<file path="src/hdl/ipv4rx_pkg.sv">
package ipv4rx_pkg;

   localparam int COUNT_WIDTH = 11;
   localparam logic [COUNT_WIDTH-1:0] MAX_FRAME_BYTES = 11'd2047;
   localparam logic [COUNT_WIDTH-1:0] HEADER_BYTES = 11'd20;
   localparam logic [15:0] HEADER_BYTES_WIDE = 16'd20;

   // Byte offsets of the header fields.
   localparam logic [COUNT_WIDTH-1:0] POS_TOTAL_LENGTH_LO = 11'd3;
   localparam logic [COUNT_WIDTH-1:0] POS_PROTOCOL = 11'd9;
   localparam logic [COUNT_WIDTH-1:0] POS_CHECKSUM_LO = 11'd11;
   localparam logic [COUNT_WIDTH-1:0] POS_SOURCE = 11'd12;
   localparam logic [COUNT_WIDTH-1:0] POS_DESTINATION = 11'd16;

   localparam int SLOT_COUNT = 4;
   localparam int CSR_INDEX_WIDTH = 3;

   typedef enum logic [CSR_INDEX_WIDTH-1:0] {
      CSR_OWN_ADDRESS = 3'd0,
      CSR_NET_MASK    = 3'd1,
      CSR_SLOT0       = 3'd2,
      CSR_SLOT1       = 3'd3,
      CSR_SLOT2       = 3'd4,
      CSR_SLOT3       = 3'd5
   } csr_index_type;

   typedef enum logic [2:0] {
      VERDICT_ACCEPT     = 3'd0,
      VERDICT_SHORT      = 3'd1,
      VERDICT_BAD_SUM    = 3'd2,
      VERDICT_LENGTH     = 3'd3,
      VERDICT_NOT_OURS   = 3'd4,
      VERDICT_NO_HANDLER = 3'd5
   } verdict_type;

   typedef struct packed {
      logic [COUNT_WIDTH-1:0] byte_count;
      logic [15:0]            sum;
      logic [7:0]             high_byte;
      logic [15:0]            checksum;
      logic [15:0]            total_length;
      logic [7:0]             protocol;
      logic [31:0]            source;
      logic [31:0]            destination;
   } frame_type;

   typedef struct packed {
      logic [31:0]                  own_address;
      logic [31:0]                  net_mask;
      logic [SLOT_COUNT-1:0][7:0]   slot_protocol;
   } cfg_type;

   typedef struct packed {
      verdict_type verdict;
      logic [1:0]  handler_slot;
      logic [7:0]  protocol_number;
      logic [31:0] sender_address;
      logic [15:0] payload_length;
   } result_type;

endpackage

</file>
<file path="src/hdl/ipv4rx_accum.sv">
module ipv4rx_accum (
   input  logic                  clock,
   input  logic                  reset,
   input  logic                  advance,
   input  logic [7:0]            frame_byte,
   input  logic                  end_of_frame,
   output ipv4rx_pkg::frame_type next_frame
);

   ipv4rx_pkg::frame_type state_ff;
   ipv4rx_pkg::frame_type state_in;
   logic [ipv4rx_pkg::COUNT_WIDTH-1:0] pos;
   logic [15:0] word;
   logic [16:0] wide_sum;
   logic        in_header;

   assign pos = state_ff.byte_count;
   assign word = {state_ff.high_byte, frame_byte};
   assign wide_sum = {1'b0, state_ff.sum} + {1'b0, word};
   assign in_header = (pos < ipv4rx_pkg::HEADER_BYTES);

   always_comb begin
      next_frame = state_ff;
      if (pos < ipv4rx_pkg::MAX_FRAME_BYTES) begin
         next_frame.byte_count = pos + 1'b1;
      end
      if (in_header) begin
         if (!pos[0]) begin
            next_frame.high_byte = frame_byte;
         end else begin
            if (pos == ipv4rx_pkg::POS_CHECKSUM_LO) begin
               next_frame.checksum = word;
            end else begin
               // End-around carry keeps the ones'-complement sum in 16 bits.
               next_frame.sum = wide_sum[15:0] + {15'd0, wide_sum[16]};
            end
            if (pos == ipv4rx_pkg::POS_TOTAL_LENGTH_LO) begin
               next_frame.total_length = word;
            end
         end
         if (pos == ipv4rx_pkg::POS_PROTOCOL) begin
            next_frame.protocol = frame_byte;
         end
         if (pos >= ipv4rx_pkg::POS_SOURCE && pos < ipv4rx_pkg::POS_DESTINATION) begin
            next_frame.source = {state_ff.source[23:0], frame_byte};
         end
         if (pos >= ipv4rx_pkg::POS_DESTINATION) begin
            next_frame.destination = {state_ff.destination[23:0], frame_byte};
         end
      end
   end

   always_comb begin
      state_in = state_ff;
      if (advance) begin
         if (end_of_frame) begin
            state_in = '0;
         end else begin
            state_in = next_frame;
         end
      end
   end

   always_ff @(posedge clock) begin
      if (reset) begin
         state_ff <= '0;
      end else begin
         state_ff <= state_in;
      end
   end

endmodule

</file>
<file path="src/hdl/ipv4rx_judge.sv">
module ipv4rx_judge (
   input  ipv4rx_pkg::frame_type  frame,
   input  ipv4rx_pkg::cfg_type    cfg,
   output ipv4rx_pkg::result_type result
);

   logic [31:0] broadcast;
   logic [15:0] frame_size;
   logic        found;
   logic [1:0]  slot;

   assign broadcast = (cfg.own_address & cfg.net_mask) | ~cfg.net_mask;
   assign frame_size = {{(16 - ipv4rx_pkg::COUNT_WIDTH){1'b0}}, frame.byte_count};

   // Scan from the top so the lowest matching slot wins.
   always_comb begin
      found = 1'b0;
      slot = 2'd0;
      for (int i = ipv4rx_pkg::SLOT_COUNT - 1; i >= 0; i--) begin
         if (frame.protocol != 8'd0 && cfg.slot_protocol[i] == frame.protocol) begin
            found = 1'b1;
            slot = 2'(i);
         end
      end
   end

   always_comb begin
      if (frame.byte_count < ipv4rx_pkg::HEADER_BYTES) begin
         result.verdict = ipv4rx_pkg::VERDICT_SHORT;
      end else if (~frame.sum != frame.checksum) begin
         result.verdict = ipv4rx_pkg::VERDICT_BAD_SUM;
      end else if (frame_size < frame.total_length) begin
         result.verdict = ipv4rx_pkg::VERDICT_LENGTH;
      end else if (frame.destination != cfg.own_address && frame.destination != broadcast) begin
         result.verdict = ipv4rx_pkg::VERDICT_NOT_OURS;
      end else if (!found) begin
         result.verdict = ipv4rx_pkg::VERDICT_NO_HANDLER;
      end else begin
         result.verdict = ipv4rx_pkg::VERDICT_ACCEPT;
      end
      result.handler_slot = (result.verdict == ipv4rx_pkg::VERDICT_ACCEPT) ? slot : 2'd0;
      result.protocol_number = frame.protocol;
      result.sender_address = frame.source;
      if (frame.total_length >= ipv4rx_pkg::HEADER_BYTES_WIDE) begin
         result.payload_length = frame.total_length - ipv4rx_pkg::HEADER_BYTES_WIDE;
      end else begin
         result.payload_length = 16'd0;
      end
   end

endmodule

</file>
<file path="src/hdl/ipv4_receive_header_filter.sv">
// Channel   Direction  Handshake          Word
// req       in         req_valid/stall    frame_byte, end_of_frame
// rsp       out        rsp_valid/stall    verdict, slot, protocol, sender, payload length
// csr       in         csr_valid/ready    register index, 32-bit data
//
// One byte is taken every cycle unless req_stall is high; each byte goes through
// an input register and then updates the header state register. The verdict for
// a frame is judged from the header state and its last byte while that byte sits
// in the input register, and is captured in the result register when it advances.
// Synchronous reset clears the header state, the CSR settings and both valid flags.
// A stalled result holds the input register only while it carries a last byte.
module ipv4_receive_header_filter (
   input  logic        clock,
   input  logic        reset,
   input  logic        req_valid,
   output logic        req_stall,
   input  logic [7:0]  req_frame_byte,
   input  logic        req_end_of_frame,
   output logic        rsp_valid,
   input  logic        rsp_stall,
   output logic [2:0]  rsp_verdict,
   output logic [1:0]  rsp_handler_slot,
   output logic [7:0]  rsp_protocol_number,
   output logic [31:0] rsp_sender_address,
   output logic [15:0] rsp_payload_length,
   input  logic        csr_valid,
   output logic        csr_ready,
   input  logic [2:0]  csr_index,
   input  logic [31:0] csr_data
);

   logic in_valid_ff, in_valid_in;
   logic [7:0] in_byte_ff;
   logic in_last_ff;
   logic in_load, advance, out_free;

   logic out_valid_ff, out_valid_in;
   ipv4rx_pkg::result_type out_ff;
   ipv4rx_pkg::result_type result;
   ipv4rx_pkg::frame_type next_frame;
   ipv4rx_pkg::cfg_type cfg_ff, cfg_in;

   assign out_free = !out_valid_ff || !rsp_stall;
   assign advance = in_valid_ff && (!in_last_ff || out_free);
   assign req_stall = in_valid_ff && !advance;
   assign in_load = req_valid && !req_stall;
   assign in_valid_in = in_load || (in_valid_ff && !advance);
   assign out_valid_in = (advance && in_last_ff) || (out_valid_ff && rsp_stall);
   assign csr_ready = 1'b1;

   always_comb begin
      cfg_in = cfg_ff;
      if (csr_valid) begin
         case (csr_index)
            ipv4rx_pkg::CSR_OWN_ADDRESS: cfg_in.own_address = csr_data;
            ipv4rx_pkg::CSR_NET_MASK:    cfg_in.net_mask = csr_data;
            ipv4rx_pkg::CSR_SLOT0:       cfg_in.slot_protocol[0] = csr_data[7:0];
            ipv4rx_pkg::CSR_SLOT1:       cfg_in.slot_protocol[1] = csr_data[7:0];
            ipv4rx_pkg::CSR_SLOT2:       cfg_in.slot_protocol[2] = csr_data[7:0];
            ipv4rx_pkg::CSR_SLOT3:       cfg_in.slot_protocol[3] = csr_data[7:0];
            default:                     cfg_in = cfg_ff;
         endcase
      end
   end

   ipv4rx_accum u_accum (
      .clock        (clock),
      .reset        (reset),
      .advance      (advance),
      .frame_byte   (in_byte_ff),
      .end_of_frame (in_last_ff),
      .next_frame   (next_frame)
   );

   ipv4rx_judge u_judge (
      .frame  (next_frame),
      .cfg    (cfg_ff),
      .result (result)
   );

   always_ff @(posedge clock) begin
      if (reset) begin
         in_valid_ff <= 1'b0;
         out_valid_ff <= 1'b0;
         cfg_ff <= '0;
      end else begin
         in_valid_ff <= in_valid_in;
         out_valid_ff <= out_valid_in;
         cfg_ff <= cfg_in;
      end
   end

   always_ff @(posedge clock) begin
      if (in_load) begin
         in_byte_ff <= req_frame_byte;
         in_last_ff <= req_end_of_frame;
      end
      if (advance && in_last_ff) begin
         out_ff <= result;
      end
   end

   assign rsp_valid = out_valid_ff;
   assign rsp_verdict = out_ff.verdict;
   assign rsp_handler_slot = out_ff.handler_slot;
   assign rsp_protocol_number = out_ff.protocol_number;
   assign rsp_sender_address = out_ff.sender_address;
   assign rsp_payload_length = out_ff.payload_length;

endmodule

</file>
<file path="config.mk">
export PLATFORM = sky130hd
export DESIGN_NAME = ipv4_receive_header_filter
export DESIGN_NICKNAME = d
export VERILOG_FILES = /design/src/hdl/ipv4rx_pkg.sv /design/src/hdl/ipv4rx_accum.sv /design/src/hdl/ipv4rx_judge.sv /design/src/hdl/ipv4_receive_header_filter.sv
export SDC_FILE = /design/constraint.sdc
export NUM_CORES = 1
export LEC_CHECK = 0
export BUFFER_PORTS_ARGS = -buffer_cell sky130_fd_sc_hd__buf_2
export CAP_MARGIN = 20
export CORE_ASPECT_RATIO = 2
export CORE_UTILIZATION = 25
export DETAILED_ROUTE_END_ITERATION = 16
export SETUP_SLACK_MARGIN = 0.05
export SYNTH_ARGS = -nofsm -noshare
export SYNTH_HDL_FRONTEND = slang
export SYNTH_SLANG_ARGS = --single-unit
</file>
<file path="constraint.sdc">
create_clock -name clock -period 5.71 [get_ports clock]
set_input_delay 0.2855 -clock clock [delete_from_list [all_inputs] [get_ports clock]]
set_output_delay 0.2855 -clock clock [all_outputs]
set_load 0.02 [all_outputs]
</file>
==> results.txt <==
----------------------------------------------------
[STA]
  Max Clk Rate ... 187 MHz
  Setup repair after global routing missed its margin ... false
  Setup Skew ... between 0.06 and 0.07 ns
  Pin slew with the least headroom to its limit ... 1.02 ns
  Max-slew violation total from the final report ... 0
  Final hold viol count ... 0
  Max-slew headroom at the worst pin ... 0.317
  Aggregate negative setup slack ... 0 ns
  Number of setup violations in the final report ... 0
  Clock period minus worst slack ... around 5.3 ns
  Final period util ... 0.936

[GRT]
  Pin count of the biggest net entering global routing ... 89
  Initial antenna violation count ... 4
  Global route overflow ... 0
  Global-route total usage across every layer ... 0.168
  Via count of the first global-routing pass ... 14300
  Global-route wire length before repair ... 85100 µm

[Clock network]
  Clock root buffer ... clkbuf_16
  Maximum clock path buffer count ... 3
  Clock slew seen by the registers of the worst setup and hold paths ... roughly 0.07 ns
  Post-CTS setup repair buffer count ... 0
  CTS Sinks ... 307
  Clock insertion delay at the later pin of the skew report ... 0.63 ns
  Clock buffers created by TritonCTS ... 30
  Maximum level of the CTS H-tree ... 1
  Clock tree from TritonCTS ... done

[Worst setup path]
  Kind of start point of the critical path ... flip-flop
  Data required time of the worst path ... 6.10 ns
  CP Capture Type ... flip-flop
  Number of buffer and inverter instances along the worst setup path ... 1
  Slowest cell on the critical path ... nor4_1
  Kind of critical path ... reg -> reg
  Cell family with the largest share of critical-path delay ... compound AO/OA/AOI/OAI gates
  Largest fanout on the critical path ... 5
  Arrival time of the worst setup path ... 5.74 ns
  Cell breakdown of the critical path ... ha_1 > inv_1 > fa_1 > nand2b_1 > a211oi_1 > o21ai_0 > a31oi_1 > a21o_1 > a21o_1 > ha_1 > ha_1 > and3_1 > nand3_1 > nor4_1 > a21o_1 > nand3_1 > nor4_1 > a31oi_2 > o21a_1
  Largest stage delay on the critical path ... 0.61 ns

[Routing]
  Wire length reported by the detailed router ... 56200 µm
  DR vias/cell ... 4.98
  Number of remaining DRC errors ... 0
  Iteration-0 DRC Markers ... 975
  Via count ... 14500
  DR WL/cell ... 19.3 µm
  DRT antenna net count ... 0
  Initial DRT Pass Iterations ... 8

[Final layout]
  Number of fillers in the final layout ... 6889
  Layout net count ... 2106
  Signed area change from the synthesized netlist to the final layout ... 17.9%
  Sequential cell area ... just under 7000 µm²
  Post-layout instance count excluding filler cells ... a little under 3000
  Antenna diode count ... 0
  Final core area utilization ... 0.298
  Area used by multi-input combinational logic ... between 8000 and 9000 µm²
  Share of cells above drive strength 1 ... 0.123

[Synthesis]
  Top-area cell type share of the netlist area ... 0.291
  Post-synthesis cell type with the largest combined area ... dfxtp_1
  Most area-consuming cells after synthesis ... dfxtp_1 (29%), edfxtp_1 (13%), nand2_1 (6.4%), a22oi_1 (5.7%), nor2_1 (5.5%)
  Main flop type after synthesis ... dfxtp_1
  Share of synthesized area occupied by flip-flops and latches ... 0.420
  Syn Std Cell Area ... 16300 µm²
  Commonest cells post-synth ... nand2_1 (278), nor2_1 (241), dfxtp_1 (237)
  Post-synth EDFFs ... 70
  Synth warn ... 0
  Synthesized instance count ... about 1900
  Mean area per synthesized cell ... roughly 8.5 µm²
  Post-synthesis net count ... 2004
  Share of flip-flops with an asynchronous set or reset after synthesis ... 0
  Number of register bits inferred by synthesis ... between 300 and 400
  Distinct cell type count of the synthesized netlist ... 78
  Most used standard cell by instance count after synthesis ... nand2_1

[Place]
  Buffers added on ports ... 111
  Detailed placer's ending HPWL ... 41800 µm
  Routability congestion estimate ... 0.950
  Total instance count after detailed placement ... 2818

[Pwr]
  Power, Total ... 4600 µW
  Proportion of power drawn by the clock network ... 0.440
  Sequential share of power ... 0.494
  Switching part of the total power ... 0.244
  Total leakage power ... 0.00742 µW
  Part of the power in combinational logic ... 0.066
  Internal power ... 3480 µW
  Pwr dens ... 239 nW/µm²
  Switching power of the nets ... roughly 1100 µW
  Worst voltage drop across the vdd grid ... 212 µV

[Floorplan]
  Number of primary I/O pins ... approximately 110
  Total core area ... around 65000 µm²
  DIE WIDTH ... 183 µm
  Die area ... 66400 µm²
  Die span in y ... around 360 µm
  Placement Rows ... 132
  Initial standard-cell utilization of the core ... 0.253

[Run]
  Number of maximum-capacitance violations ... 0

[Status]
  Run status ... completed

[Min path]
  Class of the tightest hold or removal check ... in -> reg

----------------------------------------------------
metrics by stage:
stage          hold slack [ns]  area (µm²)  worst slack [ns]
6_report                0.0806       19200             0.365
5_1_grt                  0.102       19200             0.132
3_5_place_dp             0.447       17800             0.422
4_1_cts                 0.0725       19200             0.414
3_3_place_gp             0.442       17800             0.436
2_1_floorplan            0.384       16300             0.962
worst paths after layout:
| check | cells after the start | start | end | slack, ns |
|---|---|---|---|---|
| worst min-delay path | 2 | reset | u_accum.state_ff[53]$_SDFFE_PP0P_ | 0.08 |
| worst min register to register | 2 | cfg_ff[44]$_SDFFE_PP0P_ | cfg_ff[44]$_SDFFE_PP0P_ | 0.46 |
| worst max-delay path | 19 | u_accum.state_ff[112]$_SDFFE_PP0P_ | rsp_verdict[1]$_DFFE_PP_ | 0.37 |
| worst max register to register | 19 | u_accum.state_ff[112]$_SDFFE_PP0P_ | rsp_verdict[1]$_DFFE_PP_ | 0.37 |
layout by cell type, fill, tap and decap left out, types with 6 or more instances in the layout:
cell type      count
a21o_1            13
a21oi_1          162
a22oi_1          123
a31oi_1            9
and2_1            11
and3_1            15
buf_2            111
buf_4             35
clkbuf_1           6
clkbuf_16         30
clkinv_2           8
dfxtp_1          237
dlygate4sd3_1     43
edfxtp_1          70
ha_1              33
inv_1             47
mux2_2            35
mux2i_1           48
nand2_1          277
nand2b_1          12
nand3_1           45
nand4_1           21
nor2_1           239
nor2b_1           27
nor3_1            25
nor4_1            17
o2111ai_1          9
o211ai_1           7
o21a_1             8
o21ai_0           41
o22ai_1           18
or3_1              8
or4_1              6
xnor2_1           84
xor2_1            62
state kept, by name, summed over array words and instances (netlist names), 2 cells and up:
signal and flops:
cfg_ff 96, in_byte_ff 8, rsp_handler_slot 2, rsp_payload_length 16, rsp_protocol_number 8, rsp_sender_address 32, rsp_verdict 3, u_accum.pos 11
u_accum.state_ff 128
kinds of logic after synthesis:
family / Yosys count / share of synthesized area
DFF: 307 / 0.420
other: 1 / 0.000230
AOI/OAI and AO/OA: 446 / 0.177
adders and majority gates: 34 / 0.0265
muxes: 85 / 0.0557
xor gates and xnor gates: 147 / 0.0797
buffers and inverters: 167 / 0.0398
and+or+nand+nor: 734 / 0.201
power by group through the flow:
| stage | Sequential [µW] | Combinational (µW) | Clock, µW |
|---|---|---|---|
| 2_1_floorplan | 2320 | 160 | 0 |
| 3_3_place_gp | 2320 | 277 | 0 |
| 3_5_place_dp | 2320 | 278 | 0 |
| 4_1_cts | 2270 | 304 | 2090 |
| 5_1_grt | 2270 | 328 | 2170 |
| 6_report | 2270 | 303 | 2030 |
metal layers:
layer  routed length (µm)  GRT usage  vias to the layer above
met1                19600      0.160                     6978
met5                   47          0                        -
met2                30400      0.325                      389
li1                     -          -                     6983
met4                 4080      0.121                        6
met3                 2100     0.0210                      166
area by class of cell:
class                   instances  share of cell area
clock buffers                  42              0.0440
clock inverters                14             0.00813
repair buffers                190              0.0655
well taps                     871              0.0567
inverters                      47             0.00917
flip-flops and latches        307               0.356
multi-input cells            1447               0.461
what timing repair did:
action                                  in CTS  in global routing
hold endpoints to repair                   106                  0
endpoints found under the setup margin       0                  2
hold buffers                                43                  0
gates resized for setup                      0                  1
Power figures use the tool's default switching activity.
